--- src/rtl/core/bpdlr_pkg.sv ---
// Package for the button pad debouncer: register map, reset values and the
// packed per-button state that the block reports.
// Depends on nothing; used by button_pad_debounce_latch_repeat.
`default_nettype none

package bpdlr_pkg;

    // Default number of buttons on the pad.
    localparam int NUM_BUTTONS_DEF = 5;

    // Widths of the time stamp, the millisecond settings and the APB port.
    localparam int TIME_W = 32;
    localparam int MS_W   = 16;
    localparam int DATA_W = 32;
    localparam int ADDR_W = 4;

    // Reset values of the timing registers.
    localparam logic [MS_W-1:0] DEBOUNCE_RESET = 16'd50;
    localparam logic [MS_W-1:0] REPEAT_RESET   = 16'd700;

    // Register index, taken from paddr[3:2].
    typedef enum logic [1:0] {
        REG_DEBOUNCE   = 2'd0,
        REG_REPEAT     = 2'd1,
        REG_LATCHABLE  = 2'd2,
        REG_ACTIVE_LOW = 2'd3
    } cfg_reg_t;

    // Reported state of one button.
    typedef struct packed {
        logic raw_cur;
        logic repeating;
        logic changed;
        logic latched;
        logic pressed;
    } snap_t;

endpackage

`default_nettype wire

--- src/rtl/core/button_pad_debounce_latch_repeat.sv ---
// Button pad debouncer with toggle latch, hold-repeat flag and one active button.
// Uses bpdlr_pkg for the register map, reset values and the snap_t state type.
// Single module: input register, per-button update logic, result register.
`default_nettype none

// Usage:
// Each input transfer carries one sample of all raw button levels (raw_levels)
// and a free-running millisecond time stamp (now_ms). Every input transfer
// yields exactly one output transfer: the active button index (NUM_BUTTONS
// means none) and its pressed, latched, changed, repeat and raw flags.
// The sample is captured in an input register; from there the debounce,
// latch and repeat update of the sampled buttons runs through one level of
// parallel compare logic into the result register, so each result passes
// the input register and then the result register. Throughput is one sample
// per cycle while the receiver accepts, set by the single update pass over
// the per-button state registers.
// When the receiver stalls, the result register holds its transfer and the
// input register fills; in_ready then follows out_ready combinationally.
// Reset clears all button state, marks no button active and loads the
// register defaults (debounce 50 ms, repeat 700 ms, masks zero).
// The APB port (pready always high) writes and reads the four registers at
// byte addresses 0, 4, 8 and 12; write it only while the block is idle.
module button_pad_debounce_latch_repeat #(
    parameter int NUM_BUTTONS = bpdlr_pkg::NUM_BUTTONS_DEF,
    localparam int IDX_W = $clog2(NUM_BUTTONS + 1)
) (
    input  wire logic                          clk,
    input  wire logic                          rst_n,
    // APB configuration port
    input  wire logic                          psel,
    input  wire logic                          penable,
    input  wire logic                          pwrite,
    input  wire logic [bpdlr_pkg::ADDR_W-1:0]  paddr,
    input  wire logic [bpdlr_pkg::DATA_W-1:0]  pwdata,
    output logic      [bpdlr_pkg::DATA_W-1:0]  prdata,
    output logic                               pready,
    // Sample input channel
    input  wire logic                          in_valid,
    output logic                               in_ready,
    input  wire logic [NUM_BUTTONS-1:0]        raw_levels,
    input  wire logic [bpdlr_pkg::TIME_W-1:0]  now_ms,
    // Result output channel
    output logic                               out_valid,
    input  wire logic                          out_ready,
    output logic      [IDX_W-1:0]              active_button,
    output logic                               is_pressed,
    output logic                               is_latched,
    output logic                               just_changed,
    output logic                               is_repeating,
    output logic                               raw_current
);

    localparam logic [IDX_W-1:0] IDX_NONE = IDX_W'(NUM_BUTTONS);
    localparam int TIME_W = bpdlr_pkg::TIME_W;
    localparam int MS_W   = bpdlr_pkg::MS_W;
    localparam int DATA_W = bpdlr_pkg::DATA_W;

    // Configuration registers
    logic [MS_W-1:0]         debounce_ms_reg;
    logic [MS_W-1:0]         repeat_ms_reg;
    logic [NUM_BUTTONS-1:0]  latchable_mask_reg;
    logic [NUM_BUTTONS-1:0]  active_low_mask_reg;
    bpdlr_pkg::cfg_reg_t     cfg_index;
    logic                    cfg_write;

    // Input register
    logic                    s1_valid_reg;
    logic                    s1_valid_next;
    logic [NUM_BUTTONS-1:0]  s1_raw_reg;
    logic [TIME_W-1:0]       s1_now_reg;
    logic                    s1_advance;
    logic                    in_xfer;

    // Per-button state
    logic [NUM_BUTTONS-1:0]  raw_seen_reg;
    logic [NUM_BUTTONS-1:0]  raw_seen_next;
    logic [NUM_BUTTONS-1:0]  debounced_reg;
    logic [NUM_BUTTONS-1:0]  debounced_next;
    logic [NUM_BUTTONS-1:0]  latch_reg;
    logic [NUM_BUTTONS-1:0]  latch_next;
    logic [NUM_BUTTONS-1:0]  repeat_reg;
    logic [NUM_BUTTONS-1:0]  repeat_next;
    logic [NUM_BUTTONS-1:0]  changed_now;
    logic [TIME_W-1:0]       change_time_reg  [NUM_BUTTONS];
    logic [TIME_W-1:0]       change_time_next [NUM_BUTTONS];
    logic [TIME_W-1:0]       held_ms          [NUM_BUTTONS];
    logic [NUM_BUTTONS-1:0]  level_now;
    logic [NUM_BUTTONS-1:0]  sampled;

    // Active button tracking
    logic [IDX_W-1:0]        active_index_reg;
    logic [IDX_W-1:0]        active_index_next;
    bpdlr_pkg::snap_t        snapshot_reg;
    bpdlr_pkg::snap_t        snapshot_next;
    bpdlr_pkg::snap_t        button_snap [NUM_BUTTONS];
    logic [IDX_W-1:0]        report_index;
    logic                    none_active;

    // Result register
    logic                    out_valid_reg;
    logic                    out_valid_next;
    logic [IDX_W-1:0]        out_index_reg;
    bpdlr_pkg::snap_t        out_snap_reg;

    // APB decode: writes land in the access cycle.
    assign pready    = 1'b1;
    assign cfg_index = bpdlr_pkg::cfg_reg_t'(paddr[3:2]);
    assign cfg_write = psel && penable && pwrite && pready;

    always_ff @(posedge clk or negedge rst_n)
    begin
        if (!rst_n)
        begin
            debounce_ms_reg     <= bpdlr_pkg::DEBOUNCE_RESET;
            repeat_ms_reg       <= bpdlr_pkg::REPEAT_RESET;
            latchable_mask_reg  <= '0;
            active_low_mask_reg <= '0;
        end
        else if (cfg_write)
        begin
            unique case (cfg_index)
                bpdlr_pkg::REG_DEBOUNCE:   debounce_ms_reg     <= pwdata[MS_W-1:0];
                bpdlr_pkg::REG_REPEAT:     repeat_ms_reg       <= pwdata[MS_W-1:0];
                bpdlr_pkg::REG_LATCHABLE:  latchable_mask_reg  <= pwdata[NUM_BUTTONS-1:0];
                bpdlr_pkg::REG_ACTIVE_LOW: active_low_mask_reg <= pwdata[NUM_BUTTONS-1:0];
                default:                   debounce_ms_reg     <= debounce_ms_reg;
            endcase
        end
    end

    // Register read-back.
    always_comb
    begin
        unique case (cfg_index)
            bpdlr_pkg::REG_DEBOUNCE:
                prdata = {{(DATA_W-MS_W){1'b0}}, debounce_ms_reg};
            bpdlr_pkg::REG_REPEAT:
                prdata = {{(DATA_W-MS_W){1'b0}}, repeat_ms_reg};
            bpdlr_pkg::REG_LATCHABLE:
                prdata = {{(DATA_W-NUM_BUTTONS){1'b0}}, latchable_mask_reg};
            bpdlr_pkg::REG_ACTIVE_LOW:
                prdata = {{(DATA_W-NUM_BUTTONS){1'b0}}, active_low_mask_reg};
            default:
                prdata = '0;
        endcase
    end

    // Handshake: the input register moves on when the result register is free.
    assign s1_advance     = s1_valid_reg && (!out_valid_reg || out_ready);
    assign in_ready       = !s1_valid_reg || s1_advance;
    assign in_xfer        = in_valid && in_ready;
    assign s1_valid_next  = in_xfer || (s1_valid_reg && !s1_advance);
    assign out_valid_next = s1_advance || (out_valid_reg && !out_ready);

    always_ff @(posedge clk or negedge rst_n)
    begin
        if (!rst_n)
        begin
            s1_valid_reg  <= 1'b0;
            out_valid_reg <= 1'b0;
        end
        else
        begin
            s1_valid_reg  <= s1_valid_next;
            out_valid_reg <= out_valid_next;
        end
    end

    // Capture the sample on an input transfer.
    always_ff @(posedge clk)
    begin
        if (in_xfer)
        begin
            s1_raw_reg <= raw_levels;
            s1_now_reg <= now_ms;
        end
    end

    // Per-button update: each button is sampled while none is active, or
    // when it is the active one.
    assign none_active = (active_index_reg == IDX_NONE);

    always_comb
    begin
        for (int i = 0; i < NUM_BUTTONS; i++)
        begin
            level_now[i] = s1_raw_reg[i] ^ active_low_mask_reg[i];
            sampled[i]   = none_active || (active_index_reg == IDX_W'(i));

            raw_seen_next[i]    = raw_seen_reg[i];
            change_time_next[i] = change_time_reg[i];
            debounced_next[i]   = debounced_reg[i];
            latch_next[i]       = latch_reg[i];
            repeat_next[i]      = repeat_reg[i];
            changed_now[i]      = 1'b0;

            if (sampled[i] && (level_now[i] != raw_seen_reg[i]))
            begin
                raw_seen_next[i]    = level_now[i];
                change_time_next[i] = s1_now_reg;
            end
            held_ms[i] = s1_now_reg - change_time_next[i];

            if (sampled[i])
            begin
                if ((raw_seen_next[i] != debounced_reg[i]) &&
                    (held_ms[i] > {{(TIME_W-MS_W){1'b0}}, debounce_ms_reg}))
                begin
                    if (raw_seen_next[i] && latchable_mask_reg[i])
                    begin
                        latch_next[i] = !latch_reg[i];
                    end
                    debounced_next[i] = raw_seen_next[i];
                    repeat_next[i]    = 1'b0;
                    changed_now[i]    = 1'b1;
                end
                else if (debounced_reg[i] &&
                         (held_ms[i] > {{(TIME_W-MS_W){1'b0}}, repeat_ms_reg}))
                begin
                    repeat_next[i] = 1'b1;
                end
            end

            button_snap[i].pressed   = debounced_next[i];
            button_snap[i].latched   = latch_next[i];
            button_snap[i].changed   = changed_now[i];
            button_snap[i].repeating = repeat_next[i];
            button_snap[i].raw_cur   = raw_seen_next[i];
        end
    end

    // Pick the reported button: the active one, else the highest new press.
    always_comb
    begin
        report_index  = active_index_reg;
        snapshot_next = snapshot_reg;
        for (int i = 0; i < NUM_BUTTONS; i++)
        begin
            if (none_active)
            begin
                if (changed_now[i] && debounced_next[i])
                begin
                    report_index  = IDX_W'(i);
                    snapshot_next = button_snap[i];
                end
            end
            else if (active_index_reg == IDX_W'(i))
            begin
                snapshot_next = button_snap[i];
            end
        end

        // A reported release frees the active slot for the next sample.
        if ((report_index != IDX_NONE) && snapshot_next.changed && !snapshot_next.pressed)
        begin
            active_index_next = IDX_NONE;
        end
        else
        begin
            active_index_next = report_index;
        end
    end

    // Button state registers, updated once per sample.
    always_ff @(posedge clk or negedge rst_n)
    begin
        if (!rst_n)
        begin
            raw_seen_reg     <= '0;
            debounced_reg    <= '0;
            latch_reg        <= '0;
            repeat_reg       <= '0;
            active_index_reg <= IDX_NONE;
            snapshot_reg     <= '0;
            for (int i = 0; i < NUM_BUTTONS; i++)
            begin
                change_time_reg[i] <= '0;
            end
        end
        else if (s1_advance)
        begin
            raw_seen_reg     <= raw_seen_next;
            debounced_reg    <= debounced_next;
            latch_reg        <= latch_next;
            repeat_reg       <= repeat_next;
            active_index_reg <= active_index_next;
            snapshot_reg     <= snapshot_next;
            for (int i = 0; i < NUM_BUTTONS; i++)
            begin
                change_time_reg[i] <= change_time_next[i];
            end
        end
    end

    // Result register.
    always_ff @(posedge clk)
    begin
        if (s1_advance)
        begin
            out_index_reg <= report_index;
            out_snap_reg  <= snapshot_next;
        end
    end

    assign out_valid     = out_valid_reg;
    assign active_button = out_index_reg;
    assign is_pressed    = out_snap_reg.pressed;
    assign is_latched    = out_snap_reg.latched;
    assign just_changed  = out_snap_reg.changed;
    assign is_repeating  = out_snap_reg.repeating;
    assign raw_current   = out_snap_reg.raw_cur;

endmodule

`default_nettype wire

--- config.mk ---
export PLATFORM = sky130hd
export DESIGN_NAME = button_pad_debounce_latch_repeat
export DESIGN_NICKNAME = d
export VERILOG_FILES = /design/src/rtl/core/bpdlr_pkg.sv /design/src/rtl/core/button_pad_debounce_latch_repeat.sv
export SDC_FILE = /design/constraint.sdc
export NUM_CORES = 1
export LEC_CHECK = 0
export ABC_AREA = 0
export ABC_CLOCK_PERIOD_IN_PS = 19100
export BUFFER_PORTS_ARGS = -buffer_cell sky130_fd_sc_hd__clkbuf_2
export CELL_PAD_IN_SITES_DETAIL_PLACEMENT = 0
export CELL_PAD_IN_SITES_GLOBAL_PLACEMENT = 1
export CORE_UTILIZATION = 53
export DETAILED_ROUTE_END_ITERATION = 8
export PLACE_DENSITY_LB_ADDON = 0.1
export REMOVE_ABC_BUFFERS = 1
export SETUP_SLACK_MARGIN = 0.05
export SYNTH_ARGS = -nofsm -noshare
export SYNTH_HDL_FRONTEND = slang
export SYNTH_SLANG_ARGS = --single-unit
export TNS_END_PERCENT = 1
--- constraint.sdc ---
create_clock -name clk -period 19.1 [get_ports clk]
set_input_delay 1.91 -clock clk [delete_from_list [all_inputs] [get_ports clk]]
set_output_delay 1.91 -clock clk [all_outputs]
set_load 0.02 [all_outputs]
==> results of run 1 <==
==> logic make-up after synthesis <==
| logic type | Yosys count | synth area share [%] |
|---|---|---|
| xor+xnor | 136 | 4.64 |
| fa+ha+maj | 318 | 14.8 |
| buf+inv | 277 | 4.28 |
| compound gates | 866 | 21.0 |
| other cells | 2 | 0.0279 |
| flops | 277 | 26.7 |
| simple gates | 831 | 15.3 |
| mux | 329 | 13.2 |
==> through the flow <==
step / area (um2) / cells / hold slack, ns / utilization [%]
2_1_floorplan: 26200 / 2887 / 0.446 / -
3_3_place_gp: 27800 / 3681 / 0.460 / 55.6
3_5_place_dp: 27800 / 3681 / 0.469 / 55.6
4_1_cts: 29000 / 3744 / 0.483 / 57.9
5_1_grt: 29000 / 3744 / 0.497 / 57.9
6_report: 29000 / 3744 / 0.480 / 57.9
==> cell type report <==
cell class | count | area [um2]
inverter | 113 | 424
timing repair buffer | 122 | 708
sequential | 277 | 7170
tap | 672 | 841
multi-input combinational | 2497 | 18700
clock inverter | 14 | 148
fill | 4644 | 21100
clock buffer | 49 | 1040
==> routing by layer <==
metal | vias to the layer above | global-route usage (%) | wire length (um)
met4 | 0 | 12.4 | 3210
met5 | - | 0 | 0
li1 | 11400 | - | -
met1 | 11500 | 44.8 | 39000
met2 | 692 | 50.7 | 36900
met3 | 165 | 4.23 | 4210
==> worst max-delay path: stages, from the launching register on <==
cell	delay, ns
dfstp_2	0.79
nor2b_1	0.57
a21oi_1	0.35
nor2_4	0.16
buf_4	0.49
mux2_2	0.41
ha_1	0.20
inv_1	0.07
fa_1	0.20
a21oi_1	0.11
nor2_1	0.53
o21bai_1	0.23
a21boi_0	0.73
a22oi_1	0.15
a2111oi_0	0.48
nor4b_1	0.33
nand4_1	0.44
nor3_4	0.55
nor3b_1	0.15
xnor2_1	0.17
a211o_1	0.31
o221a_2	0.30
o41ai_2	0.26
==> cell usage after synthesis, types with 15 or more instances <==
| cell | number | area share (%) |
|---|---|---|
| mux2_2 | 156 | 6.5 |
| o31ai_1 | 18 | 0.50 |
| o21a_1 | 37 | 1.0 |
| buf_4 | 17 | 0.47 |
| a21oi_1 | 237 | 4.4 |
| nand2b_1 | 33 | 0.77 |
| xnor2_1 | 72 | 2.3 |
| edfxtp_1 | 45 | 5.0 |
| and3_1 | 26 | 0.60 |
| a31oi_1 | 27 | 0.63 |
| nor2_1 | 196 | 2.7 |
| o211ai_1 | 28 | 0.78 |
| nor4_1 | 19 | 0.44 |
| nand2_1 | 244 | 3.4 |
| dfrtp_1 | 221 | 21 |
| ha_1 | 305 | 14 |
| o21ai_0 | 201 | 3.7 |
| a211oi_1 | 35 | 0.98 |
| o21bai_1 | 21 | 0.59 |
| xor2_1 | 60 | 2.0 |
| a211o_1 | 15 | 0.49 |
| nand3_1 | 57 | 1.1 |
| clkbuf_1 | 105 | 1.5 |
| mux2i_1 | 168 | 6.3 |
| or3_1 | 22 | 0.51 |
| a21o_1 | 87 | 2.4 |
| and2_1 | 17 | 0.40 |
| nand4_1 | 63 | 1.5 |
| nor3_1 | 48 | 0.89 |
| nor2b_1 | 40 | 0.93 |
| buf_1 | 27 | 0.38 |
| inv_1 | 113 | 1.6 |
==> path summary, 6_finish.rpt <==
path	from	to	slack, ns	cells after the start
max	active_index_reg[0]	snapshot_reg[1]	10.98	22
min	change_time_reg[102]	change_time_reg[102]	0.48	2
max reg2reg	active_index_reg[0]	snapshot_reg[1]	10.98	22
min reg2reg	change_time_reg[102]	change_time_reg[102]	0.48	2
max in group asynchronous	rst_n	raw_seen_reg[2]	16.18	2
min in group asynchronous	rst_n	change_time_reg[68]	1.40	1
==> summary.md, run 1 <==
| Metric | Value |
|---|---|
| Pre-CTS setup slack | `~11 ns` |
| Gpl congestion | `between 0.9 and 1` |
| RSZ-0062 raised after global routing | `false` |
| Clk buf depth | `3` |
| IO Port Bufs | `just under 90` |
| First-pass DRT Iterations | `5` |
| GRT Util Overall | `32.2%` |
| Detailed-route DRC error count | `0` |
| Root Driver | `clkbuf_16` |
| Clock Pin Slew Worst Setup and Hold Paths | `approximately 0.05 ns` |
| Via density | `~6.3` |
| Syn Area/Cell | `8.86 um2` |
| Worst slew pin tran | `around 1.2 ns` |
| Status | `complete, no violations` |
| Setup CP Type | `register to register` |
| Global route overflow | `0` |
| Setup violations, final | `0` |
| Post_cts resized | `0` |
| Worst skew pair latency | `about 0.55 ns` |
| Post-synthesis cell type count | `between 100 and 150` |
| Proportion of layout cells with a drive suffix above 1 | `a little over an eighth` |
| Die Span Y | `227 um` |
| Final antenna-violating net count | `0` |
| Postcts setup bufs | `0` |
| Worst Path Required | `between 15 and 20 ns` |
| Main synth FF type | `dfrtp_1` |
| H-tree depth | `2` |
| Commonest non-fill, non-tap cell in the layout | `ha_1` |
| Worst Skew | `approximately 0.021 ns` |
| Largest net degree at the start of global routing | `just over 100` |
| CTS Sinks | `roughly 280` |
| CP Launch Type | `register` |
| Initial antenna violation count | `0` |
| Synth-to-layout area growth | `7.81%` |
| Starting Density | `between 50 and 60%` |
| FF+latch count, synth | `between 200 and 300` |
| Core Area | `between 0.05 and 0.06 mm2` |
| Ant diodes | `0` |
| Max transition margin | `a little under a quarter` |
| CP Max Fanout | `32` |
| Wire per inst | `around 22 um` |
| TritonCTS clock tree | `done` |
| Fin. Hold Viols | `0` |
| Max Clock Freq | `~120 MHz` |
| Post-synth EDFFs | `45` |
| Post-DP HPWL | `~64 mm` |
| Worst Path Arrival | `around 8.6 ns` |
| Setup TNS | `0 ns` |
| Seq/Total Area, Yosys | `a little over a quarter` |
| Cell Area, Synth | `~0.027 mm2` |
| Initial DRC Count | `between 1500 and 2000` |
| Final Max Slew Viols | `0` |
| Die width | `about 230 um` |
| Period utilisation layout | `between 40% and 50%` |
| Max FFs per register | `160` |
| Async SR Flop Fraction | `roughly 84%` |
| CTS Hold Bufs | `0` |
| Drt total wl | `around 83 mm` |
| Vias in the first global route | `around 22000` |
| Number of CTS-inserted buffers | `36` |
| Most frequent cells in the layout | `305 x ha_1, 244 x nand2_1, 237 x a21oi_1` |
| Hold crit path type | `register to register` |
| Min Tclk post-route | `just over 8 ns` |
| Fin nets | `approximately 3400` |
| Cell row count | `82` |
| Max-cap viol count | `0` |
| Vias | `between 20000 and 25000` |
| Top-level I/O count | `approximately 120` |
| Die area | `roughly 0.052 mm2` |
| Global-route wire length before repair | `between 100 and 150 mm` |
| Syn Inst Count | `3036` |
| Setup ws final | `between 10 and 15 ns` |
| Crit end category | `register` |
| Warnings, synthesis | `0` |
Power of run 1 is not shown: default switching activity piles up to over one toggle a cycle in this logic, so the estimate is an artifact.
==> run 2, diff against run 1 <==
--- a/config.mk
+++ b/config.mk
@@ -6,11 +6,11 @@
 export NUM_CORES = 1
 export LEC_CHECK = 0
 export ABC_AREA = 0
-export ABC_CLOCK_PERIOD_IN_PS = 19100
+export ABC_CLOCK_PERIOD_IN_PS = 8400
 export BUFFER_PORTS_ARGS = -buffer_cell sky130_fd_sc_hd__clkbuf_2
 export CELL_PAD_IN_SITES_DETAIL_PLACEMENT = 0
 export CELL_PAD_IN_SITES_GLOBAL_PLACEMENT = 1
-export CORE_UTILIZATION = 53
+export CORE_UTILIZATION = 49
 export DETAILED_ROUTE_END_ITERATION = 8
 export PLACE_DENSITY_LB_ADDON = 0.1
 export REMOVE_ABC_BUFFERS = 1
==> constraint.sdc (replaced) <==
create_clock -name clk -period 8.4 [get_ports clk]
set_input_delay 0.84 -clock clk [delete_from_list [all_inputs] [get_ports clk]]
set_output_delay 0.84 -clock clk [all_outputs]
set_load 0.02 [all_outputs]
==> run 2 against run 1 <==
- clock skew is 0.0027 ns higher
- die area increased by 8.1%
- first-iteration DRC count is 6.9% lower
- count of clock-buffer cells in the layout fell by 3
- critical path depth grew 5
- non-clock buffer count is 5 higher
- worst hold slack worse by 0.20 ns
- global-route usage is 2.4 points lower
- fmax is 11% higher
- register-to-register slack lost 9.9 ns
- flip-flop and latch count unchanged
==> summary.md, run 2 (synthesis gave the netlist of run 1 again) <==
| Metric | Value |
|---|---|
| Metal2 WL | `38.8 mm (was 36.9 mm)` |
| Vias in the first global route | `22000 (was 22300)` |
| Worst slew pin tran | `1.25 ns (was 1.15 ns)` |
| Drt total wl | `84.7 mm (was 83.3 mm)` |
| Critical Path Most Common Cell | `a21oi_1 (unchanged)` |
| Worst Skew | `0.0240 ns (was 0.0213 ns)` |
| Vias | `23600 (was 23700)` |
| Final antenna-violating net count | `0 (unchanged)` |
| Die area | `0.0558 mm2 (was 0.0517 mm2)` |
| Setup CP Type | `register to register (unchanged)` |
| Die width | `236 um (was 227 um)` |
| Cells on worst reg2reg path | `27 (was 22)` |
| Setup TNS | `0 ns (unchanged)` |
| Hold crit path type | `input port to async pin (was register to register)` |
| Postcts setup bufs | `0 (unchanged)` |
| Worst Path Arrival | `7.82 ns (was 8.56 ns)` |
| Final Max Slew Viols | `0 (unchanged)` |
| Initial DRC Count | `1690 (was 1816)` |
| Top-level I/O count | `123 (unchanged)` |
| Number of CTS-inserted buffers | `37 (was 36)` |
| Post-DP HPWL | `65.6 mm (was 64.2 mm)` |
| Clk buf depth | `3 (unchanged)` |
| H-tree depth | `2 (unchanged)` |
| DR WL met3 | `4.21 mm (about the same)` |
| Cell row count | `85 (was 82)` |
| Detailed-route DRC error count | `0 (unchanged)` |
| IO Port Bufs | `87 (unchanged)` |
| Starting Density | `49.8% (was 53.7%)` |
| CP Launch Type | `register (unchanged)` |
| Global route overflow | `0 (unchanged)` |
| Clock Pin Slew Worst Setup and Hold Paths | `0.05 ns (about the same)` |
| Max-cap viol count | `0 (unchanged)` |
| CP Max Fanout | `36 (was 32)` |
| First-pass DRT Iterations | `5 (unchanged)` |
| Min Tclk post-route | `7.33 ns (was 8.12 ns)` |
| Met1 wire length | `39.6 mm (was 39.0 mm)` |
| Max FFs per register | `160 (unchanged)` |
| Gpl congestion | `0.962 (was 0.947)` |
| RSZ-0062 raised after global routing | `false (unchanged)` |
| Setup violations, final | `0 (unchanged)` |
| CTS Sinks | `277 (unchanged)` |
| GRT Util Overall | `29.8% (was 32.2%)` |
| Global-route wire length before repair | `130 mm (was 129 mm)` |
| Slowest cell on the critical path | `dfstp_2 (unchanged)` |
| Crit end category | `register (unchanged)` |
| CTS Hold Bufs | `0 (unchanged)` |
| TritonCTS clock tree | `done (unchanged)` |
| Worst skew pair latency | `0.56 ns (was 0.55 ns)` |
| Synth-to-layout area growth | `8.29% (was 7.81%)` |
| Wire per inst | `22.4 um (was 22.2 um)` |
| Fillers | `5065 (was 4644)` |
| Top sig layer | `met4 (unchanged)` |
| Slowest stage delay, CP | `0.75 ns (was 0.79 ns)` |
| Die Span Y | `236 um (was 227 um)` |
| Root Driver | `clkbuf_16 (unchanged)` |
| Status | `complete, no violations (unchanged)` |
| Max Clock Freq | `136 MHz (was 123 MHz)` |
| Worst Path Required | `8.89 ns (was 19.54 ns)` |
| Period utilisation layout | `87.3% (was 42.5%)` |
| Largest net degree at the start of global routing | `148 (was 103)` |
| Fin nets | `3442 (was 3436)` |
| Max transition margin | `16.5% (was 23.1%)` |
| Core Area | `0.0540 mm2 (was 0.0501 mm2)` |
| Post_cts resized | `0 (unchanged)` |
| Via density | `6.24 (was 6.34)` |
| Most frequent cells in the layout | `305 x ha_1, 244 x nand2_1, 237 x a21oi_1 (unchanged)` |
| Fin. Hold Viols | `0 (unchanged)` |
| Proportion of layout cells with a drive suffix above 1 | `13.5% (was 13.2%)` |
| Commonest non-fill, non-tap cell in the layout | `ha_1 (unchanged)` |
| Initial antenna violation count | `0 (unchanged)` |
-- run 2: changes by cell type in the layout (fill, tap and decap cells not counted), moves of 2 or more --
| cell | delta |
|---|---|
| clkinvlp_4 | +2 |
| clkinv_2 | +5 |
| clkbuf_8 | -6 |
| clkbuf_16 | +2 |
| inv_6 | +2 |
| buf_4 | +4 |
-- run 2: final timing paths --
path,from,to,slack [ns]
worst max-delay path,active_index_reg[2],active_index_reg[0],1.07
worst min-delay path,rst_n,debounce_ms_reg[6],0.28
worst max register to register,active_index_reg[2],active_index_reg[0],1.07
worst min register to register,change_time_reg[64],change_time_reg[64],0.47
max in group asynchronous,rst_n,change_time_reg[120],6.82
min in group clk,now_ms[6],s1_now_reg[6],0.45
-- run 2: stage by stage --
stage | setup WS, ns | hold WS, ns | util (%) | instances | cell area (um2)
2_1_floorplan | 0.639 | 0.446 | - | 2887 | 26200
3_3_place_gp | 1.25 | 0.458 | 51.6 | 3710 | 27900
3_5_place_dp | 1.20 | 0.467 | 51.6 | 3710 | 27900
4_1_cts | 1.15 | 0.298 | 53.9 | 3778 | 29100
5_1_grt | 0.575 | 0.333 | 53.9 | 3778 | 29100
6_report | 1.07 | 0.280 | 53.9 | 3779 | 29100
-- run 2: final cells by class --
class                           count  area [um2]  share of cell area (%)
Sequential cell                   277        7170                    24.6
Multi-Input combinational cell   2497       18700                    64.1
Antenna cell                        1        2.50                 0.00859
Tap cell                          696         871                    2.99
Inverter                          113         424                    1.46
Clock buffer                       46        1010                    3.47
Clock inverter                     22         223                   0.764
Timing Repair Buffer              127         758                    2.60
-- run 2: routing by layer --
metal,track usage [%],vias to the layer above
met5,0,-
met2,48.7,657
met3,3.19,106
met4,8.01,0
met1,41.7,11500
li1,-,11400
-- run 2: worst max-delay path, delay by kind of cell (launching register included) --
family	cells	cell delay, ns
AOI/OAI and AO/OA	14	3.11
xor gates and xnor gates	1	0.15
adders and majority gates	2	0.65
buffers and inverters	2	0.83
DFF	1	0.75
and+or+nand+nor	8	1.76
Power of run 2 is left out for the same reason.
